$ cat src/rtl/dbot_pkg.sv
`default_nettype none

package dbot_pkg;

  // Fixed field widths
  localparam int ADDR_W  = 48;
  localparam int CYCLE_W = 48;
  localparam int ROW_W   = 34;
  localparam int LAT_W   = 32;
  localparam int CNT_W   = 32;
  localparam int CFG_W   = 8;
  localparam int CFG_IDX_W = 2;
  localparam int COST_W  = CFG_W + 2;

  // Configuration register indexes
  typedef enum logic [CFG_IDX_W-1:0] {
    CFG_CAS       = 2'd0,
    CFG_RAS       = 2'd1,
    CFG_PRECHARGE = 2'd2,
    CFG_BURST     = 2'd3
  } cfg_idx_t;

  // Reset values of the timing registers
  localparam logic [CFG_W-1:0] CAS_RESET       = 8'd14;
  localparam logic [CFG_W-1:0] RAS_RESET       = 8'd14;
  localparam logic [CFG_W-1:0] PRECHARGE_RESET = 8'd14;
  localparam logic [CFG_W-1:0] BURST_RESET     = 8'd8;

  // One entry of the bank state memory
  typedef struct packed {
    logic [CYCLE_W-1:0] ready;
    logic [ROW_W-1:0]   row;
  } bank_entry_t;

  // Controller states
  typedef enum logic [3:0] {
    S_CLEAR  = 4'b0001,
    S_IDLE   = 4'b0010,
    S_LOOKUP = 4'b0100,
    S_UPDATE = 4'b1000
  } state_t;

  // Field width of a non-power-of-two size rounds down
  function automatic int floor_log2(input int v);
    int n;
    int x;
    n = 0;
    x = v;
    while (x > 1) begin
      x = x >> 1;
      n = n + 1;
    end
    return n;
  endfunction

endpackage

`default_nettype wire

$ cat src/rtl/dbot_ram.sv
`default_nettype none

module dbot_ram #(
  parameter int WIDTH = 8,
  parameter int DEPTH = 16
) (
  input  wire logic                     clk,
  input  wire logic                     we,
  input  wire logic [$clog2(DEPTH)-1:0] waddr,
  input  wire logic [WIDTH-1:0]         wdata,
  input  wire logic [$clog2(DEPTH)-1:0] raddr,
  output logic      [WIDTH-1:0]         rdata
);

  logic [WIDTH-1:0] mem [DEPTH];

  // One write port, one registered read port
  always_ff @(posedge clk) begin
    if (we) begin
      mem[waddr] <= wdata;
    end
    rdata <= mem[raddr];
  end

endmodule

`default_nettype wire

$ cat src/rtl/dbot_decode.sv
`default_nettype none

module dbot_decode #(
  parameter int CHANNELS         = 2,
  parameter int BANKS            = 8,
  parameter int LINE_BYTES       = 64,
  parameter int ROW_BUFFER_BYTES = 1024,
  parameter int ADDRESS_BITS     = 48,
  parameter int CH_W             = 1,
  parameter int AW               = 4
) (
  input  wire logic [dbot_pkg::ADDR_W-1:0] address,
  output logic      [CH_W-1:0]             channel,
  output logic      [AW-1:0]               gbank,
  output logic      [dbot_pkg::ROW_W-1:0]  row
);

  import dbot_pkg::*;

  localparam int LINE_BITS  = floor_log2(LINE_BYTES);
  localparam int COL_BITS   = floor_log2(ROW_BUFFER_BYTES / LINE_BYTES);
  localparam int BANK_BITS  = floor_log2(BANKS);
  localparam int CHAN_SHIFT = LINE_BITS;
  localparam int BANK_SHIFT = CHAN_SHIFT + CH_W + COL_BITS;
  localparam int ROW_SHIFT  = BANK_SHIFT + BANK_BITS;

  localparam logic [ADDR_W-1:0] ADDR_MASK =
    (ADDRESS_BITS >= ADDR_W) ? {ADDR_W{1'b1}}
                             : ((ADDR_W'(1) << ADDRESS_BITS) - ADDR_W'(1));
  localparam logic [ADDR_W-1:0] BANK_MASK = (ADDR_W'(1) << BANK_BITS) - ADDR_W'(1);

  logic [ADDR_W-1:0] addr;
  logic [ADDR_W-1:0] chan_bits;
  logic [ADDR_W-1:0] bank_bits;
  logic [AW-1:0]     chan_ext;
  logic [AW-1:0]     bank;

  // Byte-in-line, channel, column, bank, row from low to high
  always_comb begin
    addr      = address & ADDR_MASK;
    chan_bits = addr >> CHAN_SHIFT;
    bank_bits = (addr >> BANK_SHIFT) & BANK_MASK;
    channel   = chan_bits[CH_W-1:0];
    chan_ext  = AW'(channel);
    bank      = bank_bits[AW-1:0];
    gbank     = chan_ext * AW'(BANKS) + bank;
    row       = ROW_W'(addr >> ROW_SHIFT);
  end

endmodule

`default_nettype wire

$ cat src/rtl/dram_bank_open_row_timing.sv
`default_nettype none
// Flow: an accepted request passes the bank read (S_LOOKUP) and the cost stage
// (S_UPDATE); write-back and result load happen on the same edge.
// Throughput: no new request is taken until the read-modify-write of the bank
// state memory is written back; a stalled result holds the write-back until taken.
// Reset: synchronous; timing registers return to their defaults, counters clear, and
// a sweep over all CHANNELS*BANKS entries zeroes the bank memory with in_stall high.
module dram_bank_open_row_timing #(
  parameter int CHANNELS         = 2,
  parameter int BANKS            = 8,
  parameter int LINE_BYTES       = 64,
  parameter int ROW_BUFFER_BYTES = 1024,
  parameter int ADDRESS_BITS     = 48
) (
  input  wire logic                          clk,
  input  wire logic                          rst,
  // configuration
  input  wire logic                          cfg_write,
  input  wire logic [dbot_pkg::CFG_IDX_W-1:0] cfg_index,
  input  wire logic [dbot_pkg::CFG_W-1:0]    cfg_data,
  // request
  input  wire logic                          in_valid,
  output logic                               in_stall,
  input  wire logic [dbot_pkg::ADDR_W-1:0]   address,
  input  wire logic [dbot_pkg::CYCLE_W-1:0]  current_cycle,
  // result
  output logic                               out_valid,
  input  wire logic                          out_stall,
  output logic      [dbot_pkg::LAT_W-1:0]    latency,
  output logic                               row_hit,
  output logic                               channel_index,
  output logic      [3:0]                    bank_index,
  output logic      [dbot_pkg::ROW_W-1:0]    row_number,
  output logic      [dbot_pkg::CNT_W-1:0]    hit_total,
  output logic      [dbot_pkg::CNT_W-1:0]    miss_total
);

  import dbot_pkg::*;

  localparam int NUM_BANKS = CHANNELS * BANKS;
  localparam int AW        = $clog2(NUM_BANKS);
  localparam int CH_W      = floor_log2(CHANNELS);
  localparam int GBX       = (AW > 4) ? AW : 4;
  localparam int ENTRY_W   = $bits(bank_entry_t);

  state_t state, state_next;

  // timing registers
  logic [CFG_W-1:0] cas_latency, ras_latency, precharge_latency, burst_latency;

  // request registers
  logic [CH_W-1:0]    req_channel;
  logic [AW-1:0]      req_gbank;
  logic [ROW_W-1:0]   req_row;
  logic [CYCLE_W-1:0] req_now;

  // lookup results
  logic               hit_q;
  logic [COST_W-1:0]  cost_q;
  logic [CYCLE_W-1:0] base_q;
  logic [CYCLE_W-1:0] wait_q;

  logic [CNT_W-1:0] hit_counter, miss_counter;
  logic [CNT_W-1:0] hit_counter_next, miss_counter_next;
  logic [AW-1:0]    clr_idx;

  // decoded request fields
  logic [CH_W-1:0]  dec_channel;
  logic [AW-1:0]    dec_gbank;
  logic [ROW_W-1:0] dec_row;

  // memory port
  logic             ram_we;
  logic [AW-1:0]    ram_waddr;
  logic [ENTRY_W-1:0] ram_wdata;
  logic [ENTRY_W-1:0] ram_rdata;
  bank_entry_t      rd_entry;

  // datapath
  logic               lk_hit;
  logic               lk_busy;
  logic [COST_W-1:0]  lk_cost;
  logic [CYCLE_W:0]   ready_sum;
  logic [CYCLE_W-1:0] new_ready;
  logic [CYCLE_W:0]   lat_sum;
  logic [LAT_W-1:0]   lat_val;
  logic [GBX-1:0]     gbank_ext;
  logic               out_free;
  logic               accept;
  logic               finish;

  dbot_decode #(
    .CHANNELS        (CHANNELS),
    .BANKS           (BANKS),
    .LINE_BYTES      (LINE_BYTES),
    .ROW_BUFFER_BYTES(ROW_BUFFER_BYTES),
    .ADDRESS_BITS    (ADDRESS_BITS),
    .CH_W            (CH_W),
    .AW              (AW)
  ) u_decode (
    .address(address),
    .channel(dec_channel),
    .gbank  (dec_gbank),
    .row    (dec_row)
  );

  dbot_ram #(
    .WIDTH(ENTRY_W),
    .DEPTH(NUM_BANKS)
  ) u_bank_ram (
    .clk  (clk),
    .we   (ram_we),
    .waddr(ram_waddr),
    .wdata(ram_wdata),
    .raddr(dec_gbank),
    .rdata(ram_rdata)
  );

  // handshakes
  assign in_stall = (state != S_IDLE);
  assign accept   = in_valid && !in_stall;
  assign out_free = !out_valid || !out_stall;
  assign finish   = (state == S_UPDATE) && out_free;

  // lookup: hit check, access cost, wait behind a busy bank
  always_comb begin
    rd_entry = bank_entry_t'(ram_rdata);
    lk_hit   = (rd_entry.row == req_row);
    lk_cost  = lk_hit ? COST_W'(cas_latency)
                      : COST_W'(cas_latency) + COST_W'(ras_latency)
                        + COST_W'(precharge_latency);
    lk_busy  = (req_now < rd_entry.ready);
  end

  // update: new ready cycle, latency, counters
  always_comb begin
    ready_sum = {1'b0, base_q} + (CYCLE_W+1)'(cost_q);
    new_ready = ready_sum[CYCLE_W] ? {CYCLE_W{1'b1}} : ready_sum[CYCLE_W-1:0];
    lat_sum   = {1'b0, wait_q} + (CYCLE_W+1)'(cost_q) + (CYCLE_W+1)'(burst_latency);
    lat_val   = (|lat_sum[CYCLE_W:LAT_W]) ? {LAT_W{1'b1}} : lat_sum[LAT_W-1:0];
    hit_counter_next  = hit_counter;
    miss_counter_next = miss_counter;
    if (hit_q) begin
      if (hit_counter != {CNT_W{1'b1}}) hit_counter_next = hit_counter + CNT_W'(1);
    end else begin
      if (miss_counter != {CNT_W{1'b1}}) miss_counter_next = miss_counter + CNT_W'(1);
    end
    gbank_ext = GBX'(req_gbank);
  end

  // memory write: clearing sweep or bank write-back
  always_comb begin
    ram_we    = 1'b0;
    ram_waddr = req_gbank;
    ram_wdata = {new_ready, req_row};
    if (state == S_CLEAR) begin
      ram_we    = 1'b1;
      ram_waddr = clr_idx;
      ram_wdata = '0;
    end else if (finish) begin
      ram_we    = 1'b1;
    end
  end

  // controller
  always_comb begin
    state_next = state;
    unique case (state)
      S_CLEAR: begin
        if (clr_idx == AW'(NUM_BANKS - 1)) state_next = S_IDLE;
      end
      S_IDLE: begin
        if (accept) state_next = S_LOOKUP;
      end
      S_LOOKUP: begin
        state_next = S_UPDATE;
      end
      S_UPDATE: begin
        if (out_free) state_next = S_IDLE;
      end
      default: state_next = S_CLEAR;
    endcase
  end

  always_ff @(posedge clk) begin
    if (rst) begin
      state   <= S_CLEAR;
      clr_idx <= '0;
    end else begin
      state <= state_next;
      if (state == S_CLEAR) clr_idx <= clr_idx + AW'(1);
    end
  end

  // configuration writes
  always_ff @(posedge clk) begin
    if (rst) begin
      cas_latency       <= CAS_RESET;
      ras_latency       <= RAS_RESET;
      precharge_latency <= PRECHARGE_RESET;
      burst_latency     <= BURST_RESET;
    end else if (cfg_write) begin
      unique case (cfg_idx_t'(cfg_index))
        CFG_CAS:       cas_latency       <= cfg_data;
        CFG_RAS:       ras_latency       <= cfg_data;
        CFG_PRECHARGE: precharge_latency <= cfg_data;
        CFG_BURST:     burst_latency     <= cfg_data;
        default: ;
      endcase
    end
  end

  // request capture and lookup registers
  always_ff @(posedge clk) begin
    if (accept) begin
      req_channel <= dec_channel;
      req_gbank   <= dec_gbank;
      req_row     <= dec_row;
      req_now     <= current_cycle;
    end
    if (state == S_LOOKUP) begin
      hit_q  <= lk_hit;
      cost_q <= lk_cost;
      base_q <= lk_busy ? rd_entry.ready : req_now;
      wait_q <= lk_busy ? (rd_entry.ready - req_now) : '0;
    end
  end

  // counters
  always_ff @(posedge clk) begin
    if (rst) begin
      hit_counter  <= '0;
      miss_counter <= '0;
    end else if (finish) begin
      hit_counter  <= hit_counter_next;
      miss_counter <= miss_counter_next;
    end
  end

  // result register
  always_ff @(posedge clk) begin
    if (rst) begin
      out_valid <= 1'b0;
    end else if (finish) begin
      out_valid <= 1'b1;
    end else if (!out_stall) begin
      out_valid <= 1'b0;
    end
  end

  always_ff @(posedge clk) begin
    if (finish) begin
      latency       <= lat_val;
      row_hit       <= hit_q;
      channel_index <= req_channel[0];
      bank_index    <= gbank_ext[3:0];
      row_number    <= req_row;
      hit_total     <= hit_counter_next;
      miss_total    <= miss_counter_next;
    end
  end

endmodule

`default_nettype wire

$ cat config.mk
export PLATFORM = sky130hd
export DESIGN_NAME = dram_bank_open_row_timing
export DESIGN_NICKNAME = d
export VERILOG_FILES = /design/src/rtl/dbot_pkg.sv /design/src/rtl/dbot_ram.sv /design/src/rtl/dbot_decode.sv /design/src/rtl/dram_bank_open_row_timing.sv
export SDC_FILE = /design/constraint.sdc
export NUM_CORES = 2
export LEC_CHECK = 0
export BUFFER_PORTS_ARGS = -buffer_cell sky130_fd_sc_hd__buf_2
export CORE_MARGIN = 1.5
export CORE_UTILIZATION = 60
export CTS_BUF_LIST = sky130_fd_sc_hd__clkbuf_2 sky130_fd_sc_hd__clkbuf_4 sky130_fd_sc_hd__clkbuf_8
export DETAILED_ROUTE_END_ITERATION = 8
export PLACE_DENSITY_LB_ADDON = 0.2
export SETUP_SLACK_MARGIN = 0.05
export SLEW_MARGIN = 20
export SYNTH_ARGS = -nofsm -noshare
export SYNTH_HDL_FRONTEND = slang
export SYNTH_SLANG_ARGS = --single-unit
$ cat constraint.sdc
create_clock -name clk -period 16.5 [get_ports clk]
set_clock_uncertainty 0.2 [all_clocks]
set_input_delay 0.825 -clock clk [delete_from_list [all_inputs] [get_ports clk]]
set_output_delay 0.825 -clock clk [all_outputs]
set_load 0.005 [all_outputs]
# ---- After elaboration in Yosys (flattened, before gate mapping)
# Memory sizes are Yosys's and may differ from the RTL's. A register that Yosys moved wholly into a read port is not among the register bits.
# Cells that the tools add are included.
dict set report word_totals {
  input_bits 111
  word_cells 85
  latchBits 0
  memories 1
  ram_bits 1312
  out_inout_bits 138
  mem_bits_ro 0
  reg_bits 435
}
# name depth width rd rd_ports_with_merged_regs wr line
set memory_table {}
lappend memory_table {u_bank_ram.mem 16 82 1 1 1 dbot_ram.sv:15} ;# logic [WIDTH-1:0] mem [DEPTH];
dict set report classes {
  n_div 0
  n_addsub 10
  order_cmp 1
  eq_ne 16
  n_reduce_logical 13
  bitwise_logic 0
  n_shift 0
  mul 0
  mux 19
}
# op n
set ops {}
lappend ops {{$mux W32} 4}
lappend ops {{$add A48 B10 Y49} 2}
lappend ops {{$mux W48} 2}
lappend ops {{$mux W82} 1}
lappend ops {{$add A32 B1 Y32 const B} 2}
lappend ops {{$ne A32 B32 Y1 const B} 2}
lappend ops {{$add A49 B8 Y49} 1}
lappend ops {{$lt A48 B48 Y1} 1}
lappend ops {{$sub A48 B48 Y48} 1}
lappend ops {{$eq A34 B34 Y1} 1}
lappend ops {{$reduce_or A17 Y1} 1}
lappend ops {{$mux W4} 4}
lappend ops {{$pmux W4 S4} 1}
lappend ops {{$add A9 B8 Y10} 1}
lappend ops {{$add A8 B8 Y9} 1}
lappend ops {{$eq A4 B4 Y1 const B} 2}
lappend ops {{$mux W8} 1}
lappend ops {{$reduce_and A2 Y1} 4}
lappend ops {{$mux W1} 6}
lappend ops {{$add A4 B1 Y4 const B} 1}
lappend ops {{$add A4 B3 Y4} 1}
lappend ops {{$eq A2 B2 Y1 const B} 2}
lappend ops {{$eq A4 B1 Y1 const B} 1}
lappend ops {{$eq A4 B2 Y1 const B} 1}
lappend ops {{10 further kinds} 15}

# ---- Depth between registers and ports, before layout
dict set report logic_depth {
  ltp_word 7
  depth_mapped 18
}

# ---- Hierarchy
# Synthesis repeated with hierarchy kept, for this count alone.
dict set report unflattened {
  hier_cells 4379
  area_unflattened_um2 74478.9
}
# module area_each_um2 seq_area_each_um2 cells_per_inst n_inst
set modules_own_cells {}
lappend modules_own_cells {dbot_ram 50683.6 41039.4 2103 1}
lappend modules_own_cells {dram_bank_open_row_timing 23502.5 12011.5 2237 1}
lappend modules_own_cells {dbot_decode 292.8 0.0 39 1}

# ---- Least setup slack after synthesis
# OpenSTA, ideal clock, no wires.
dict set report synth_path {
  path_kind {reg2reg}
  startpoint {reg state[2]}
  endpoint {reg state[0]}
  n_path_buf 0
  slack_ps 3586
  arrival_time_ps 12147
  setup_time_ps 567
  path_stages_with_launch 3
  path_cell_list {dfxtp_1 > nor4b_1 > o31ai_1}
}
dict set report synth_via {
  elab_chain_cells 5
}
# item line
set synth_rtl {}
lappend synth_rtl {{from (decl)} dram_bank_open_row_timing.sv:46} ;# state_t state, state_next;
lappend synth_rtl {{from (signal assigned)} dram_bank_open_row_timing.sv:190} ;# state <= state_next;
lappend synth_rtl {{$ne A4 B2 Y1} dram_bank_open_row_timing.sv:120} ;# assign in_stall = (state != S_IDLE);
lappend synth_rtl {{$logic_not A1 Y1} dram_bank_open_row_timing.sv:121} ;# assign accept = in_valid && !in_stall;
lappend synth_rtl {{$logic_and A1 B1 Y1} dram_bank_open_row_timing.sv:121}
lappend synth_rtl {{$ne A2 B2 Y1 (no source line)} -}
lappend synth_rtl {{$reduce_and A3 Y1 (no source line)} -}
# Parallel ways exist; a longest one is shown, timed or not.
# A chain may end at the register's enable or synchronous reset.

# ---- Worst setup path after layout
dict set report layout_path {
  startpoint {reg cost_q[0]}
  endpoint {mem u_bank_ram.mem[10][40] in the netlist's numbering (data pin)}
}
dict set report layout_via {
  elab_chain_cells 3
}
# item line
set layout_rtl {}
lappend layout_rtl {{from (decl)} dram_bank_open_row_timing.sv:59} ;# logic [COST_W-1:0] cost_q;
lappend layout_rtl {{from (signal assigned)} dram_bank_open_row_timing.sv:223} ;# cost_q <= lk_cost;
lappend layout_rtl {{$add A48 B10 Y49} dram_bank_open_row_timing.sv:137} ;# ready_sum = {1'b0, base_q} + (CYCLE_W+1)'(cost_q);
lappend layout_rtl {{$mux W48} dram_bank_open_row_timing.sv:138} ;# new_ready = ready_sum[CYCLE_W] ? {CYCLE_W{1'b1}} : ready_sum[CYCLE_W-1:0];
lappend layout_rtl {{$mux W82} dram_bank_open_row_timing.sv:156} ;# if (state == S_CLEAR) begin
lappend layout_rtl {{named net ram_wdata[40]} dram_bank_open_row_timing.sv:75} ;# logic [ENTRY_W-1:0] ram_wdata;
lappend layout_rtl {{to (decl)} dbot_ram.sv:15}
# The timed path passes the listed nets, and every way through them passes these cells.

==> results.json <==
{
  "cts_max_level": 5,
  "hp-class": "in2reg",
  "arrival_ns": 5.81,
  "dieArea_um2": 124700,
  "post_drt_via_cell_ratio": 6.045,
  "stdcell_area_um2": 83810,
  "setup_viol": 0,
  "rsz0062_at_grt": "false",
  "synth_cell_types": 76,
  "grt_max_degree": 126,
  "grt_pass1_vias": 39097,
  "final_common_cell": "edfxtp_1",
  "status": "finished, final reports clean",
  "layout_worst_path_cycle_share_pct": 32.89,
  "fp.dieW_um": 353.1,
  "pre_cts_ws_ns": 10.99,
  "setup_slack_ns": 11.07,
  "ys_ff_latch": 1827,
  "place.gp.congestion": 0.9088,
  "hold_viol_final": 0,
  "finalNetCount": 4865,
  "clk_latency_ns": 0.99,
  "cts.sink_count": 1827,
  "cts_made_buffers": 304,
  "clk_pin_slew_ns": 0.06,
  "final_cell_mix": "edfxtp_1, mux4_2, clkbuf_8, nand2_1, buf_2",
  "vdd.ir_drop.worst_mv": 0.09444,
  "grt_pass1_wl_mm": 241.0,
  "maxSlewViolCount": 0,
  "synth_edf_count": 1640,
  "ant_nets": 0,
  "drive_above_1_share_pct": 25.66,
  "clock_path_buffers": 4,
  "synth_nets": 4338,
  "syn_inst": 4127,
  "cts_tree": "done",
  "p_leak_nw": 28.72,
  "power_density_nw_per_um2": 121.7,
  "synth_top_flop_cell": "edfxtp_1",
  "path_max_fanout": 23,
  "coreArea_um2": 121700,
  "max_freq_mhz": 184.3,
  "max-slew-margin-rel_pct": 20.48,
  "yosysSeqAreaShare_pct": 72.07,
  "drv_cap": 0,
  "dr_total_vias": 39311,
  "synth_area_leaders": "edfxtp_1, mux4_2, dfxtp_1, xor2_1, xnor2_1",
  "period_needed_ns": 5.426,
  "cts_root_buffer": "clkbuf_8",
  "crit_type": "reg2reg",
  "netlist_area_um2": 73530,
  "first_iter_violations": 4039,
  "row_count": 128,
  "synth_top_area_cell": "edfxtp_1",
  "gr-usage-all-layers_pct": 26.21,
  "die-height_um": 353.1,
  "synthToLayoutAreaGrowth_pct": 13.98,
  "power_mw": 10.20,
  "finalWirelength_mm": 162.2,
  "synth_top_area_share_pct": 66.98,
  "drc": 0,
  "antenna_found_initial": 3,
  "pin_count": 249,
  "fin_hold_ws_ns": 0.1508,
  "setup_tns_ns": 0,
  "grt-ovfl-total": 0,
  "start_util_pct": 60.41,
  "avgSynthCellArea_um2": 17.82,
  "io_buffers": 238,
  "cp-start-kind": "flop",
  "ys_warn_count": 0,
  "wl_per_cell_um": 24.94,
  "hpwlAfterDp_mm": 88.60,
  "endpoint_kind": "flop",
  "worst_slew_pin_slew_ns": 1.193,
  "placed_area_um2": 76840,
  "required_ns": 16.88,
  "drt_first_pass_iters": 6,
  "async_flop_share_pct": 0
}
worst max-delay path, stage by stage, from the launching register on:
cell and delay, ns:
edfxtp_1 0.37, ha_1 0.18, inv_1 0.05, fa_1 0.40, nor2b_1 0.12, o21ai_0 0.11, a21oi_1 0.21, o21a_1 0.20
o21a_1 0.27, o21ai_0 0.12, buf_4 0.19, nor3_1 0.67, nand2_2 0.57, buf_4 0.45, a21oi_1 0.88
worst paths after layout:
kind,slack [ns],depth (start not counted),endpoint,from
setup / recovery,11.07,14,u_bank_ram.mem[10][40],cost_q[0]
hold / removal,0.15,4,ras_latency[0],cfg_index[1]
setup reg to reg,11.07,14,u_bank_ram.mem[10][40],cost_q[0]
hold reg to reg,0.27,2,ras_latency[0],ras_latency[0]
cell type report:
cell class	count	area, µm²
Antenna cell	2	5.005
Tap cell	1625	2033
Fill cell	7849	37910
Multi-Input combinational cell	2015	19620
Clock inverter	95	565.5
Sequential cell	1827	52990
Clock buffer	433	5403
Inverter	107	406.6
Timing Repair Buffer	399	2779
Yosys cell counts, types with 4 or more instances:
library cell,instances
edfxtp_1,1640
mux4_2,410
nand2_1,264
nor2_1,233
dfxtp_1,187
a21oi_1,151
xor2_1,134
xnor2_1,124
clkbuf_1,117
inv_1,107
o21ai_0,96
ha_1,80
nand3_1,68
nor2b_1,52
nor3_1,44
buf_1,42
nand4_1,41
and3_1,33
or3_1,22
a21o_1,20
fa_1,20
nor4_1,20
o21bai_1,20
o21a_1,18
a31oi_1,16
nand2b_1,15
a211oi_1,10
buf_2,10
and2_1,9
and4_1,9
mux2i_1,9
nand3b_1,8
or2_2,8
nor3b_1,7
a211o_1,5
a21boi_0,5
buf_4,5
nor4b_1,5
o2111ai_1,4
o31ai_1,4
registers in the layout, summed over array words and instances, names as in the netlist, 34 cells and up:
signal            count
base_q               48
req_row              34
wait_q               48
u_bank_ram.rdata     82
req_now              48
row_number           34
u_bank_ram.mem     1312
power by group:
group / leakage [nW] / switching (mW) / total (mW) / internal [mW]
registers: 16.9 / 0.0756 / 5.42 / 5.35
clock network: 3.16 / 1.72 / 3.91 / 2.19
logic: 8.66 / 0.527 / 0.861 / 0.334
total: 28.7 / 2.33 / 10.2 / 7.87
stage by stage:
step,instances,utilization (%)
floorplan,4127,-
global placement,5875,63.08
detailed placement,5878,63.13
CTS,6500,68.81
global route,6503,68.85
finish,6503,68.85
metal layers:
layer	routed length, µm	track usage, %
met4	4209	8.661
met5	7	0
met3	14060	5.483
met2	78150	41.42
met1	65760	37.08
kinds of logic (layout without fill, tap and decap cells):
family,count (synthesis),in the layout,synth area share (%)
adder cells (fa/ha/maj),100,100,1.906
other,0,2,0
flip-flops,1827,1827,72.07
AND/OR/NAND/NOR,858,858,5.615
buffers and inverters,285,1034,1.521
multiplexers,421,421,12.71
AO/OA/AOI/OAI,378,378,3.104
XOR/XNOR,258,258,3.073
timing repair:
item	4_1_cts	5_1_grt
hold endpoints to repair	117	0
hold buffers	94	0
setup buffers	0	0
resized for setup	0	0
(Power assumes the default switching activity.)
